[src/rtl/vertex_transform_about_pivot_unit_macros.svh]
// Assertion macros shared by the vertex transform RTL.
`ifndef VERTEX_TRANSFORM_ABOUT_PIVOT_UNIT_MACROS_SVH
`define VERTEX_TRANSFORM_ABOUT_PIVOT_UNIT_MACROS_SVH

`ifndef SYNTHESIS
// Check a property on every rising clock edge outside reset.
`define VTAP_ASSERT(lbl, clk, rst, prop, msg) \
  lbl: assert property (@(posedge clk) disable iff (rst) (prop)) else $error(msg);
// Check that an antecedent is followed in the next cycle by a consequent.
`define VTAP_ASSERT_NEXT(lbl, clk, rst, ante, cons, msg) \
  lbl: assert property (@(posedge clk) disable iff (rst) (ante) |=> (cons)) else $error(msg);
`else
`define VTAP_ASSERT(lbl, clk, rst, prop, msg)
`define VTAP_ASSERT_NEXT(lbl, clk, rst, ante, cons, msg)
`endif

`endif

[src/rtl/vtap_pkg.sv]
// Shared types, codes and the quarter-wave sine table for the vertex transform.
package vtap_pkg;

  localparam int MODE_W  = 2;
  localparam int AMT_W   = 16;
  localparam int ANGLE_W = 9;
  localparam int IDX_W   = 3;
  localparam int SINE_W  = 15;
  localparam int SCALE_FRAC = 8;

  localparam logic [MODE_W-1:0] MODE_TRANSLATE = 2'd0;
  localparam logic [MODE_W-1:0] MODE_SCALE     = 2'd1;
  localparam logic [MODE_W-1:0] MODE_ROTATE    = 2'd2;
  localparam logic [MODE_W-1:0] MODE_PASS      = 2'd3;

  localparam logic [IDX_W-1:0] REG_MODE     = 3'd0;
  localparam logic [IDX_W-1:0] REG_AMOUNT_X = 3'd1;
  localparam logic [IDX_W-1:0] REG_AMOUNT_Y = 3'd2;
  localparam logic [IDX_W-1:0] REG_ANGLE    = 3'd3;
  localparam logic [IDX_W-1:0] REG_CENTER_X = 3'd4;
  localparam logic [IDX_W-1:0] REG_CENTER_Y = 3'd5;

  localparam logic signed [AMT_W-1:0] UNITY_Q8 = 16'sd256;

  typedef struct packed {
    logic [MODE_W-1:0]       mode;
    logic signed [AMT_W-1:0] amount_x;
    logic signed [AMT_W-1:0] amount_y;
    logic [ANGLE_W-1:0]      angle_deg;
  } cfg_t;

  // round(16384 * sin(d)) for d = 0..90 degrees
  localparam logic [SINE_W-1:0] SINE_TAB [0:90] = '{
        15'd0,   15'd286,   15'd572,   15'd857,  15'd1143,  15'd1428,  15'd1713,
     15'd1997,  15'd2280,  15'd2563,  15'd2845,  15'd3126,  15'd3406,  15'd3686,
     15'd3964,  15'd4240,  15'd4516,  15'd4790,  15'd5063,  15'd5334,  15'd5604,
     15'd5872,  15'd6138,  15'd6402,  15'd6664,  15'd6924,  15'd7182,  15'd7438,
     15'd7692,  15'd7943,  15'd8192,  15'd8438,  15'd8682,  15'd8923,  15'd9162,
     15'd9397,  15'd9630,  15'd9860, 15'd10087, 15'd10311, 15'd10531, 15'd10749,
    15'd10963, 15'd11174, 15'd11381, 15'd11585, 15'd11786, 15'd11982, 15'd12176,
    15'd12365, 15'd12551, 15'd12733, 15'd12911, 15'd13085, 15'd13255, 15'd13421,
    15'd13583, 15'd13741, 15'd13894, 15'd14044, 15'd14189, 15'd14330, 15'd14466,
    15'd14598, 15'd14726, 15'd14849, 15'd14968, 15'd15082, 15'd15191, 15'd15296,
    15'd15396, 15'd15491, 15'd15582, 15'd15668, 15'd15749, 15'd15826, 15'd15897,
    15'd15964, 15'd16026, 15'd16083, 15'd16135, 15'd16182, 15'd16225, 15'd16262,
    15'd16294, 15'd16322, 15'd16344, 15'd16362, 15'd16374, 15'd16382, 15'd16384
  };

  function automatic logic [SINE_W-1:0] sine_q14(input logic [6:0] idx);
    return (idx <= 7'd90) ? SINE_TAB[idx] : '0;
  endfunction

endpackage

[src/rtl/vertex_transform_about_pivot_unit.sv]
// Top level of the vertex transform: config registers, trig lookup and datapath.
//
// Transforms one 2-D vertex per beat: translate by signed offsets, scale about a
// pivot with Q8.8 factors (a zero factor on either axis makes both 1.0), or rotate
// counterclockwise about the pivot by a whole-degree angle taken from a quarter-wave
// Q1.14 sine table rescaled to TRIG_FRAC_BITS fraction bits. Products truncate
// toward zero; each result coordinate saturates to COORD_BITS signed bits and
// clipped reports that either axis hit a limit. Mode 3 passes the vertex through.
// Throughput is one vertex per clock while res_stall is low; an accepted input beat
// reaches a valid result through the four register stages (pivot delta, the four
// multipliers, truncating shift, re-center and saturate). Each stage holds its beat
// only when the stage after it is full and held, so bubbles close up under a stalled
// output. Configuration writes are always ready and take effect on the next clock;
// write them only while no vertex is in flight.
module vertex_transform_about_pivot_unit #(
  parameter int COORD_BITS     = 16,
  parameter int TRIG_FRAC_BITS = 14
) (
  input  logic                         clk,
  input  logic                         rst,
  // Configuration write channel
  input  logic                         cfg_valid,
  output logic                         cfg_ready,
  input  logic [vtap_pkg::IDX_W-1:0]   cfg_index,
  input  logic [((COORD_BITS > 16) ? COORD_BITS : 16)-1:0] cfg_data,
  // Vertex input
  input  logic                         vtx_valid,
  output logic                         vtx_stall,
  input  logic signed [COORD_BITS-1:0] x_in,
  input  logic signed [COORD_BITS-1:0] y_in,
  // Result output
  output logic                         res_valid,
  input  logic                         res_stall,
  output logic signed [COORD_BITS-1:0] x_out,
  output logic signed [COORD_BITS-1:0] y_out,
  output logic                         clipped
);

  vtap_pkg::cfg_t                    cfg;
  logic signed [COORD_BITS-1:0]      center_x;
  logic signed [COORD_BITS-1:0]      center_y;
  logic signed [TRIG_FRAC_BITS+1:0]  sin_val;
  logic signed [TRIG_FRAC_BITS+1:0]  cos_val;

  // Hold mode, factors, angle and pivot
  vtap_cfg_regs #(
    .COORD_BITS (COORD_BITS)
  ) u_cfg (
    .clk       (clk),
    .rst       (rst),
    .cfg_valid (cfg_valid),
    .cfg_ready (cfg_ready),
    .cfg_index (cfg_index),
    .cfg_data  (cfg_data),
    .cfg       (cfg),
    .center_x  (center_x),
    .center_y  (center_y)
  );

  // Sine and cosine follow the angle register; they are stable while vertices flow
  vtap_trig #(
    .TRIG_FRAC_BITS (TRIG_FRAC_BITS)
  ) u_trig (
    .angle_deg (cfg.angle_deg),
    .sin_val   (sin_val),
    .cos_val   (cos_val)
  );

  // Advance vertices through the four stages
  vtap_pipe #(
    .COORD_BITS     (COORD_BITS),
    .TRIG_FRAC_BITS (TRIG_FRAC_BITS)
  ) u_pipe (
    .clk       (clk),
    .rst       (rst),
    .cfg       (cfg),
    .center_x  (center_x),
    .center_y  (center_y),
    .sin_val   (sin_val),
    .cos_val   (cos_val),
    .vtx_valid (vtx_valid),
    .vtx_stall (vtx_stall),
    .x_in      (x_in),
    .y_in      (y_in),
    .res_valid (res_valid),
    .res_stall (res_stall),
    .x_out     (x_out),
    .y_out     (y_out),
    .clipped   (clipped)
  );

endmodule

[src/rtl/vtap_trig.sv]
// Angle reduction, quadrant folding and sine/cosine lookup at the chosen precision.
module vtap_trig #(
  parameter int TRIG_FRAC_BITS = 14
) (
  input  logic [vtap_pkg::ANGLE_W-1:0]  angle_deg,
  output logic signed [TRIG_FRAC_BITS+1:0] sin_val,
  output logic signed [TRIG_FRAC_BITS+1:0] cos_val
);

  localparam int TRIG_W = TRIG_FRAC_BITS + 2;

  logic [vtap_pkg::ANGLE_W-1:0] ang;
  logic [vtap_pkg::ANGLE_W-1:0] ang_c_raw;
  logic [vtap_pkg::ANGLE_W-1:0] ang_c;
  logic [7:0]                   fold_s;
  logic [7:0]                   fold_c;
  logic [vtap_pkg::SINE_W-1:0]  tab_s;
  logic [vtap_pkg::SINE_W-1:0]  tab_c;
  logic [TRIG_W-1:0]            mag_s;
  logic [TRIG_W-1:0]            mag_c;

  // Fold an angle in 0..359 to {negate, table index 0..90}.
  function automatic logic [7:0] fold(input logic [vtap_pkg::ANGLE_W-1:0] a);
    logic [vtap_pkg::ANGLE_W-1:0] idx;
    logic                         neg;
    if (a <= 9'd90) begin
      idx = a;
      neg = 1'b0;
    end else if (a <= 9'd180) begin
      idx = 9'd180 - a;
      neg = 1'b0;
    end else if (a <= 9'd270) begin
      idx = a - 9'd180;
      neg = 1'b1;
    end else begin
      idx = 9'd360 - a;
      neg = 1'b1;
    end
    return {neg, idx[6:0]};
  endfunction

  always_comb begin
    ang       = (angle_deg >= 9'd360) ? angle_deg - 9'd360 : angle_deg;
    ang_c_raw = ang + 9'd90;
    ang_c     = (ang_c_raw >= 9'd360) ? ang_c_raw - 9'd360 : ang_c_raw;
    fold_s    = fold(ang);
    fold_c    = fold(ang_c);
    tab_s     = vtap_pkg::sine_q14(fold_s[6:0]);
    tab_c     = vtap_pkg::sine_q14(fold_c[6:0]);
  end

  generate
    if (TRIG_FRAC_BITS >= 14) begin : g_widen
      assign mag_s = TRIG_W'(tab_s) << (TRIG_FRAC_BITS - 14);
      assign mag_c = TRIG_W'(tab_c) << (TRIG_FRAC_BITS - 14);
    end else begin : g_narrow
      localparam logic [15:0] RND = 16'(1 << (13 - TRIG_FRAC_BITS));
      logic [15:0] rs_s;
      logic [15:0] rs_c;
      assign rs_s  = 16'(tab_s) + RND;
      assign rs_c  = 16'(tab_c) + RND;
      assign mag_s = TRIG_W'(rs_s >> (14 - TRIG_FRAC_BITS));
      assign mag_c = TRIG_W'(rs_c >> (14 - TRIG_FRAC_BITS));
    end
  endgenerate

  assign sin_val = fold_s[7] ? -$signed(mag_s) : $signed(mag_s);
  assign cos_val = fold_c[7] ? -$signed(mag_c) : $signed(mag_c);

endmodule

[src/rtl/vtap_cfg_regs.sv]
// Configuration register file written through the index/data port.
module vtap_cfg_regs #(
  parameter int COORD_BITS = 16
) (
  input  logic                              clk,
  input  logic                              rst,
  input  logic                              cfg_valid,
  output logic                              cfg_ready,
  input  logic [vtap_pkg::IDX_W-1:0]        cfg_index,
  input  logic [((COORD_BITS > 16) ? COORD_BITS : 16)-1:0] cfg_data,
  output vtap_pkg::cfg_t                    cfg,
  output logic signed [COORD_BITS-1:0]      center_x,
  output logic signed [COORD_BITS-1:0]      center_y
);

  // Writes are always taken.
  assign cfg_ready = 1'b1;

  always_ff @(posedge clk) begin
    if (rst) begin
      cfg      <= '0;
      center_x <= '0;
      center_y <= '0;
    end else if (cfg_valid) begin
      unique case (cfg_index)
        vtap_pkg::REG_MODE:     cfg.mode      <= cfg_data[vtap_pkg::MODE_W-1:0];
        vtap_pkg::REG_AMOUNT_X: cfg.amount_x  <= $signed(cfg_data[vtap_pkg::AMT_W-1:0]);
        vtap_pkg::REG_AMOUNT_Y: cfg.amount_y  <= $signed(cfg_data[vtap_pkg::AMT_W-1:0]);
        vtap_pkg::REG_ANGLE:    cfg.angle_deg <= cfg_data[vtap_pkg::ANGLE_W-1:0];
        vtap_pkg::REG_CENTER_X: center_x      <= $signed(cfg_data[COORD_BITS-1:0]);
        vtap_pkg::REG_CENTER_Y: center_y      <= $signed(cfg_data[COORD_BITS-1:0]);
        default: ;
      endcase
    end
  end

endmodule

[src/rtl/vtap_pipe.sv]
// Four-stage transform datapath: offsets, products, truncating shift, re-center and saturate.
`include "vertex_transform_about_pivot_unit_macros.svh"

module vtap_pipe #(
  parameter int COORD_BITS     = 16,
  parameter int TRIG_FRAC_BITS = 14
) (
  input  logic                              clk,
  input  logic                              rst,
  input  vtap_pkg::cfg_t                    cfg,
  input  logic signed [COORD_BITS-1:0]      center_x,
  input  logic signed [COORD_BITS-1:0]      center_y,
  input  logic signed [TRIG_FRAC_BITS+1:0]  sin_val,
  input  logic signed [TRIG_FRAC_BITS+1:0]  cos_val,
  input  logic                              vtx_valid,
  output logic                              vtx_stall,
  input  logic signed [COORD_BITS-1:0]      x_in,
  input  logic signed [COORD_BITS-1:0]      y_in,
  output logic                              res_valid,
  input  logic                              res_stall,
  output logic signed [COORD_BITS-1:0]      x_out,
  output logic signed [COORD_BITS-1:0]      y_out,
  output logic                              clipped
);

  localparam int TRIG_W = TRIG_FRAC_BITS + 2;
  localparam int DW     = COORD_BITS + 1;                           // pivot-relative delta
  localparam int KW     = (TRIG_W > vtap_pkg::AMT_W) ? TRIG_W : vtap_pkg::AMT_W;
  localparam int TW     = ((DW > vtap_pkg::AMT_W) ? DW : vtap_pkg::AMT_W) + 1;
  localparam int MW     = DW + KW;                                  // one product
  localparam int SW     = MW + 1;                                   // sum of two products
  localparam int RW     = SW + 1;                                   // re-centered result

  localparam logic signed [SW-1:0] TRIG_BIAS  = (SW'(1) << TRIG_FRAC_BITS) - SW'(1);
  localparam logic signed [SW-1:0] SCALE_BIAS = (SW'(1) << vtap_pkg::SCALE_FRAC) - SW'(1);
  localparam logic signed [SW-1:0] SZERO      = '0;
  localparam logic signed [COORD_BITS-1:0] CMAX = {1'b0, {(COORD_BITS-1){1'b1}}};
  localparam logic signed [COORD_BITS-1:0] CMIN = {1'b1, {(COORD_BITS-1){1'b0}}};

  // Stage valids and advance enables
  logic v1, v2, v3;
  logic en1, en2, en3, en4;

  // Stage 1
  logic signed [DW-1:0] dx, dy;
  logic signed [KW-1:0] k0, k1, sn;
  logic signed [TW-1:0] tx1, ty1;
  // Stage 2
  logic signed [MW-1:0] m0, m1, m2, m3;
  logic signed [TW-1:0] tx2, ty2;
  // Stage 3
  logic signed [SW-1:0] del_x, del_y;

  // Combinational
  logic                          is_rot, is_scl, is_trn;
  logic                          zero_fac;
  logic signed [vtap_pkg::AMT_W-1:0] fac_x, fac_y;
  logic signed [TW-1:0]          tadd_x, tadd_y;
  logic signed [DW-1:0]          dx_next, dy_next;
  logic signed [SW-1:0]          vx, vy, del_x_next, del_y_next;
  logic signed [RW-1:0]          rx, ry;
  logic                          ovx, unx, ovy, uny;

  function automatic logic signed [SW-1:0] trunc_shift(input logic signed [SW-1:0] v,
                                                       input logic by_trig);
    logic signed [SW-1:0] b;
    logic signed [SW-1:0] t;
    if (by_trig) begin
      b = v[SW-1] ? TRIG_BIAS : SZERO;
      t = (v + b) >>> TRIG_FRAC_BITS;
    end else begin
      b = v[SW-1] ? SCALE_BIAS : SZERO;
      t = (v + b) >>> vtap_pkg::SCALE_FRAC;
    end
    return t;
  endfunction

  assign en4 = !res_valid || !res_stall;
  assign en3 = !v3 || en4;
  assign en2 = !v2 || en3;
  assign en1 = !v1 || en2;
  assign vtx_stall = !en1;

  always_comb begin
    is_rot   = (cfg.mode == vtap_pkg::MODE_ROTATE);
    is_scl   = (cfg.mode == vtap_pkg::MODE_SCALE);
    is_trn   = (cfg.mode == vtap_pkg::MODE_TRANSLATE);
    zero_fac = (cfg.amount_x == '0) || (cfg.amount_y == '0);
    fac_x    = zero_fac ? vtap_pkg::UNITY_Q8 : cfg.amount_x;
    fac_y    = zero_fac ? vtap_pkg::UNITY_Q8 : cfg.amount_y;
    tadd_x   = is_trn ? TW'(cfg.amount_x) : '0;
    tadd_y   = is_trn ? TW'(cfg.amount_y) : '0;
    dx_next  = DW'(x_in) - DW'(center_x);
    dy_next  = DW'(y_in) - DW'(center_y);
  end

  // Stage 1: pivot-relative delta, multiplier operands, translate sum
  always_ff @(posedge clk) begin
    if (rst) begin
      v1 <= 1'b0;
    end else if (en1) begin
      v1 <= vtx_valid;
    end
    if (en1) begin
      dx  <= dx_next;
      dy  <= dy_next;
      k0  <= is_rot ? KW'(cos_val) : KW'(fac_x);
      k1  <= is_rot ? KW'(cos_val) : KW'(fac_y);
      sn  <= KW'(sin_val);
      tx1 <= TW'(dx_next) + tadd_x;
      ty1 <= TW'(dy_next) + tadd_y;
    end
  end

  // Stage 2: products
  always_ff @(posedge clk) begin
    if (rst) begin
      v2 <= 1'b0;
    end else if (en2) begin
      v2 <= v1;
    end
    if (en2) begin
      m0  <= MW'(dx) * MW'(k0);
      m1  <= MW'(dy) * MW'(k1);
      m2  <= MW'(dy) * MW'(sn);
      m3  <= MW'(dx) * MW'(sn);
      tx2 <= tx1;
      ty2 <= ty1;
    end
  end

  // Stage 3: combine products and truncate toward zero, or take the offset sum
  always_comb begin
    vx = is_rot ? (SW'(m0) - SW'(m2)) : SW'(m0);
    vy = is_rot ? (SW'(m3) + SW'(m1)) : SW'(m1);
    if (is_rot || is_scl) begin
      del_x_next = trunc_shift(vx, is_rot);
      del_y_next = trunc_shift(vy, is_rot);
    end else begin
      del_x_next = SW'(tx2);
      del_y_next = SW'(ty2);
    end
  end

  always_ff @(posedge clk) begin
    if (rst) begin
      v3 <= 1'b0;
    end else if (en3) begin
      v3 <= v2;
    end
    if (en3) begin
      del_x <= del_x_next;
      del_y <= del_y_next;
    end
  end

  // Stage 4: re-center and saturate
  always_comb begin
    rx  = RW'(center_x) + RW'(del_x);
    ry  = RW'(center_y) + RW'(del_y);
    ovx = rx > RW'(CMAX);
    unx = rx < RW'(CMIN);
    ovy = ry > RW'(CMAX);
    uny = ry < RW'(CMIN);
  end

  always_ff @(posedge clk) begin
    if (rst) begin
      res_valid <= 1'b0;
    end else if (en4) begin
      res_valid <= v3;
    end
    if (en4) begin
      x_out   <= ovx ? CMAX : (unx ? CMIN : rx[COORD_BITS-1:0]);
      y_out   <= ovy ? CMAX : (uny ? CMIN : ry[COORD_BITS-1:0]);
      clipped <= ovx || unx || ovy || uny;
    end
  end

  `VTAP_ASSERT(a_stall_only_when_full, clk, rst, !vtx_stall || (v1 && v2 && v3 && res_valid && res_stall), "input stalled with room in the pipeline")
  `VTAP_ASSERT_NEXT(a_held_stage_stays, clk, rst, v3 && !en3, v3, "held stage dropped its beat")
  `VTAP_ASSERT(a_clip_at_limit, clk, rst, !(res_valid && clipped) || (x_out == CMAX || x_out == CMIN || y_out == CMAX || y_out == CMIN), "clip flag without a saturated coordinate")

endmodule

[config.mk]
export PLATFORM = sky130hd
export DESIGN_NAME = vertex_transform_about_pivot_unit
export DESIGN_NICKNAME = d
export VERILOG_FILES = /design/src/rtl/vtap_pkg.sv /design/src/rtl/vertex_transform_about_pivot_unit.sv /design/src/rtl/vtap_trig.sv /design/src/rtl/vtap_cfg_regs.sv /design/src/rtl/vtap_pipe.sv
export VERILOG_INCLUDE_DIRS = /design/src /design/src/rtl
export SDC_FILE = /design/constraint.sdc
export NUM_CORES = 2
export LEC_CHECK = 0
export ABC_CLOCK_PERIOD_IN_PS = 8100
export BUFFER_PORTS_ARGS = -buffer_cell sky130_fd_sc_hd__buf_2
export CAP_MARGIN = 10
export CORE_UTILIZATION = 52
export DETAILED_ROUTE_END_ITERATION = 16
export PLACE_DENSITY = 0.79
export SKIP_CTS_REPAIR_TIMING = 1
export SLEW_MARGIN = 20
export SYNTH_ARGS = -nofsm -noshare
export SYNTH_HDL_FRONTEND = slang
export SYNTH_HIERARCHICAL = 1
export SYNTH_SLANG_ARGS = --single-unit
export TNS_END_PERCENT = 50
[constraint.sdc]
create_clock -name clk -period 8.1 [get_ports clk]
set_input_delay 0.405 -clock clk [delete_from_list [all_inputs] [get_ports clk]]
set_output_delay 0.405 -clock clk [all_outputs]
set_load 0.02 [all_outputs]
==> flow_metrics.env <==
export IMPL_status="completed"
export IMPL_fmax_mhz=131
export IMPL_setup_viol=0
export IMPL_start_kind="flip-flop"
export IMPL_dieArea_um2=148000
export IMPL_clk_latency_ns=0.67
export IMPL_std_cell_rows=140
export IMPL_dp_hpwl_um=187000
export IMPL_grt_ovfl_total=0
export IMPL_finish_utilization_pct=55.8
export IMPL_final_common_cell="inv_1"
export IMPL_io_pins=92
export IMPL_numCtsBuffers=54
export IMPL_viasPerCell=5.95
export IMPL_drive_above_1_share_pct=6.68
export IMPL_fin_setup_tns_ns=0
export IMPL_crit_arrival_ns=8.07
export IMPL_synth_simple_area_share_pct=16.0
export IMPL_die_h_um=385
export IMPL_slew_headroom_pct=26.1
export IMPL_min_period_ns=7.66
export IMPL_drc=0
export IMPL_grt_usage_pct=31.4
export IMPL_worst_pin_slew_ns=1.11
export IMPL_synth_area_um2=76200
export IMPL_synth_edff_count=371
export IMPL_synth_area_per_cell_um2=9.18
export IMPL_cts_sinks=450
export IMPL_power_density_nw_per_um2=360
export IMPL_dieWidth_um=385
export IMPL_cts_root_buffer="clkbuf_16"
export IMPL_synth_compound_area_share_pct=12.7
export IMPL_r2r_start="u_pipe/dx[7]$_DFFE_PN_"
export IMPL_cts_buffer_depth=3
export IMPL_clock_skew_ns=0.0278
export IMPL_synthArstFlopShare_pct=0
export IMPL_vias=61000
export IMPL_crit_type="reg2reg"
export IMPL_gp_congestion=1.05
export IMPL_wl_per_cell_um=22.5
export IMPL_synthAdderAreaFrac_pct=38.8
export IMPL_synth_ff_type="edfxtp_1"
export IMPL_antenna_found_initial=18
export IMPL_synth_seq_cells=450
export IMPL_holdCritStartpoint="vtx_valid"
export IMPL_ys_types=135
export IMPL_critPathRequiredTime_ns=8.51
export IMPL_mostFrequentLayoutCells="inv_1 (1434), fa_1 (1112), nand2_1 (816), ha_1 (584), and2_1 (579)"
export IMPL_grt_first_pass_wirelength_um=358000
export IMPL_ant_nets=0
export IMPL_cts_tree="done"
export IMPL_slew_viol_final=0
export IMPL_hp_class="in2reg"
export IMPL_hold_violations=0
export IMPL_startpoint="u_pipe/dx[7]$_DFFE_PN_"
export IMPL_finalCritPeriodShare_pct=94.6
export IMPL_max_vdd_ir_drop_mv=0.657
export IMPL_synth_nets=10000
export IMPL_first_pass_iters=6
export IMPL_grt_pass1_vias=62500
export IMPL_core_um2=146000
export IMPL_area_growth_pct=6.62
export IMPL_endpoint_kind="flip-flop"
export IMPL_start_util_pct=52.3
export IMPL_ys_warn_count=6
export IMPL_io_buffers=90
export IMPL_synth_xor_area_share_pct=4.75
export IMPL_synth_cells=8296
export IMPL_rsz0062_at_grt="no"
export IMPL_p_leak_nw=38.7
export IMPL_synth_top_family_by_area="adder cells"
export IMPL_nets=10100
export IMPL_wl_um=231000
export IMPL_crit_fanout=27
export IMPL_maxCapViolCount=0
export IMPL_grt_max_degree=143
export IMPL_htreeDepth=2
export IMPL_clk_pin_slew_ns=0.06
export IMPL_muxShareOfSynthArea_pct=1.97
export IMPL_ys_seq_area_share_pct=16.7
export IMPL_first_iter_violations=6005
[where the power goes]
part / switching (W) / total, W / internal (W)
Sequential: 0.000826 / 0.00451 / 0.00368
Combinational: 0.0140 / 0.0222 / 0.00821
Clock: 0.00107 / 0.00255 / 0.00148
Total: 0.0159 / 0.0292 / 0.0134
[synth_stat cells (27+ instances only)]
master / number / area, µm²
nand2b_1: 145 / 907
a22o_1: 37 / 324
o21bai_1: 56 / 420
a21o_1: 135 / 1010
and3_1: 57 / 357
mux2_2: 27 / 304
edfxtp_1: 371 / 11100
or3_1: 40 / 250
o221ai_1: 30 / 263
o211ai_1: 63 / 473
xor2_1: 112 / 981
o21ai_0: 224 / 1120
a21oi_1: 343 / 1720
nor2b_1: 42 / 263
and2_1: 579 / 3620
ha_1: 585 / 7320
nor3_1: 92 / 460
mux2i_1: 97 / 971
inv_1: 1435 / 5390
fa_1: 1112 / 22300
xnor2_1: 297 / 2600
nand3_1: 121 / 606
o21a_1: 61 / 458
nor2_1: 319 / 1200
a211oi_1: 54 / 405
a31oi_1: 44 / 275
dfxtp_1: 79 / 1580
nand4_1: 44 / 275
nand2_1: 817 / 3070
clkbuf_1: 304 / 1140
[per-stage QoR]
stage / area, µm² / hold slack [ns] / setup WS [ns] / total power [W] / std cells
floorplan: 76200 / 0.400 / 0.614 / 0.0185 / 8296
global placement: 79400 / 0.401 / 0.744 / 0.0258 / 10200
detailed placement: 79400 / 0.405 / 0.599 / 0.0262 / 10200
CTS: 81200 / -0.0386 / 0.549 / 0.0289 / 10300
global route: 81200 / 0.0164 / 0.137 / 0.0313 / 10300
finish: 81200 / 0.0000828 / 0.440 / 0.0292 / 10300
[layout make-up]
| class | instances | area [µm²] |
|---|---|---|
| tap | 1917 | 2400 |
| multi-input combinational | 6041 | 56700 |
| antenna | 2 | 5.00 |
| clock buffer | 61 | 1380 |
| clock inverter | 36 | 442 |
| inverter | 1442 | 5410 |
| fill | 12500 | 64400 |
| timing repair buffer | 313 | 2190 |
| sequential | 450 | 12700 |
[sequential cells by signal (all words and copies together), names as in the netlist, 17 cells and up]
register and cells:
u_cfg/cfg 43, u_pipe/m0 33, u_pipe/m1 33, u_pipe/m2 33
u_pipe/m3 33, u_pipe/del_x 26, u_pipe/del_y 26, u_pipe/tx1 18
u_pipe/tx2 18, u_pipe/ty1 18, u_pipe/ty2 18, u_pipe/dx 17
u_pipe/dy 17
[path summary, 6_finish.rpt]
kind                               to  slack, ns  cells after the start
min reg2reg  u_pipe/ty2[10]$_DFFE_PP_       0.42                      0
max reg2reg   u_pipe/m3[31]$_DFFE_PP_       0.44                     25
max           u_pipe/m3[31]$_DFFE_PP_       0.44                     25
min            u_pipe/v1$_SDFFE_PP0N_    0.00008                      3
[routing by layer]
metal / vias up / GRT usage [%] / share of wire [%]
li1: 27100 / - / -
met4: 18 / 18.8 / 7.1
met2: 2953 / 50.1 / 46
met1: 30200 / 40.2 / 39
met5: - / 0 / 0.075
met3: 725 / 5.35 / 8.6
[worst max-delay path, cell delays in order, from the launching register on]
cell      delay [ns]
edfxtp_1        1.01
nand2_1         0.19
fa_1            0.57
inv_1           0.05
fa_1            0.50
inv_1           0.05
fa_1            0.53
inv_1           0.05
fa_1            0.38
fa_1            0.51
inv_1           0.06
fa_1            0.47
inv_1           0.04
ha_1            0.33
a21o_1          0.18
a211oi_1        0.23
o21ai_0         0.20
or3_1           0.37
a211oi_1        0.32
o311ai_0        0.25
a21oi_1         0.28
o21bai_1        0.12
a41o_1          0.27
o21ai_0         0.19
a21oi_1         0.11
xnor2_1         0.13
[cells by family (layout without fill, tap and decap cells)]
group | after synthesis | after routing
xor+xnor | 411 | 411
simple gates | 2395 | 2395
buf+inv | 1805 | 1852
other cells | 1 | 3
fa+ha+maj | 1697 | 1697
mux | 135 | 135
flops | 450 | 450
compound gates | 1402 | 1402
Note: power is estimated with default switching activity, not from simulation.
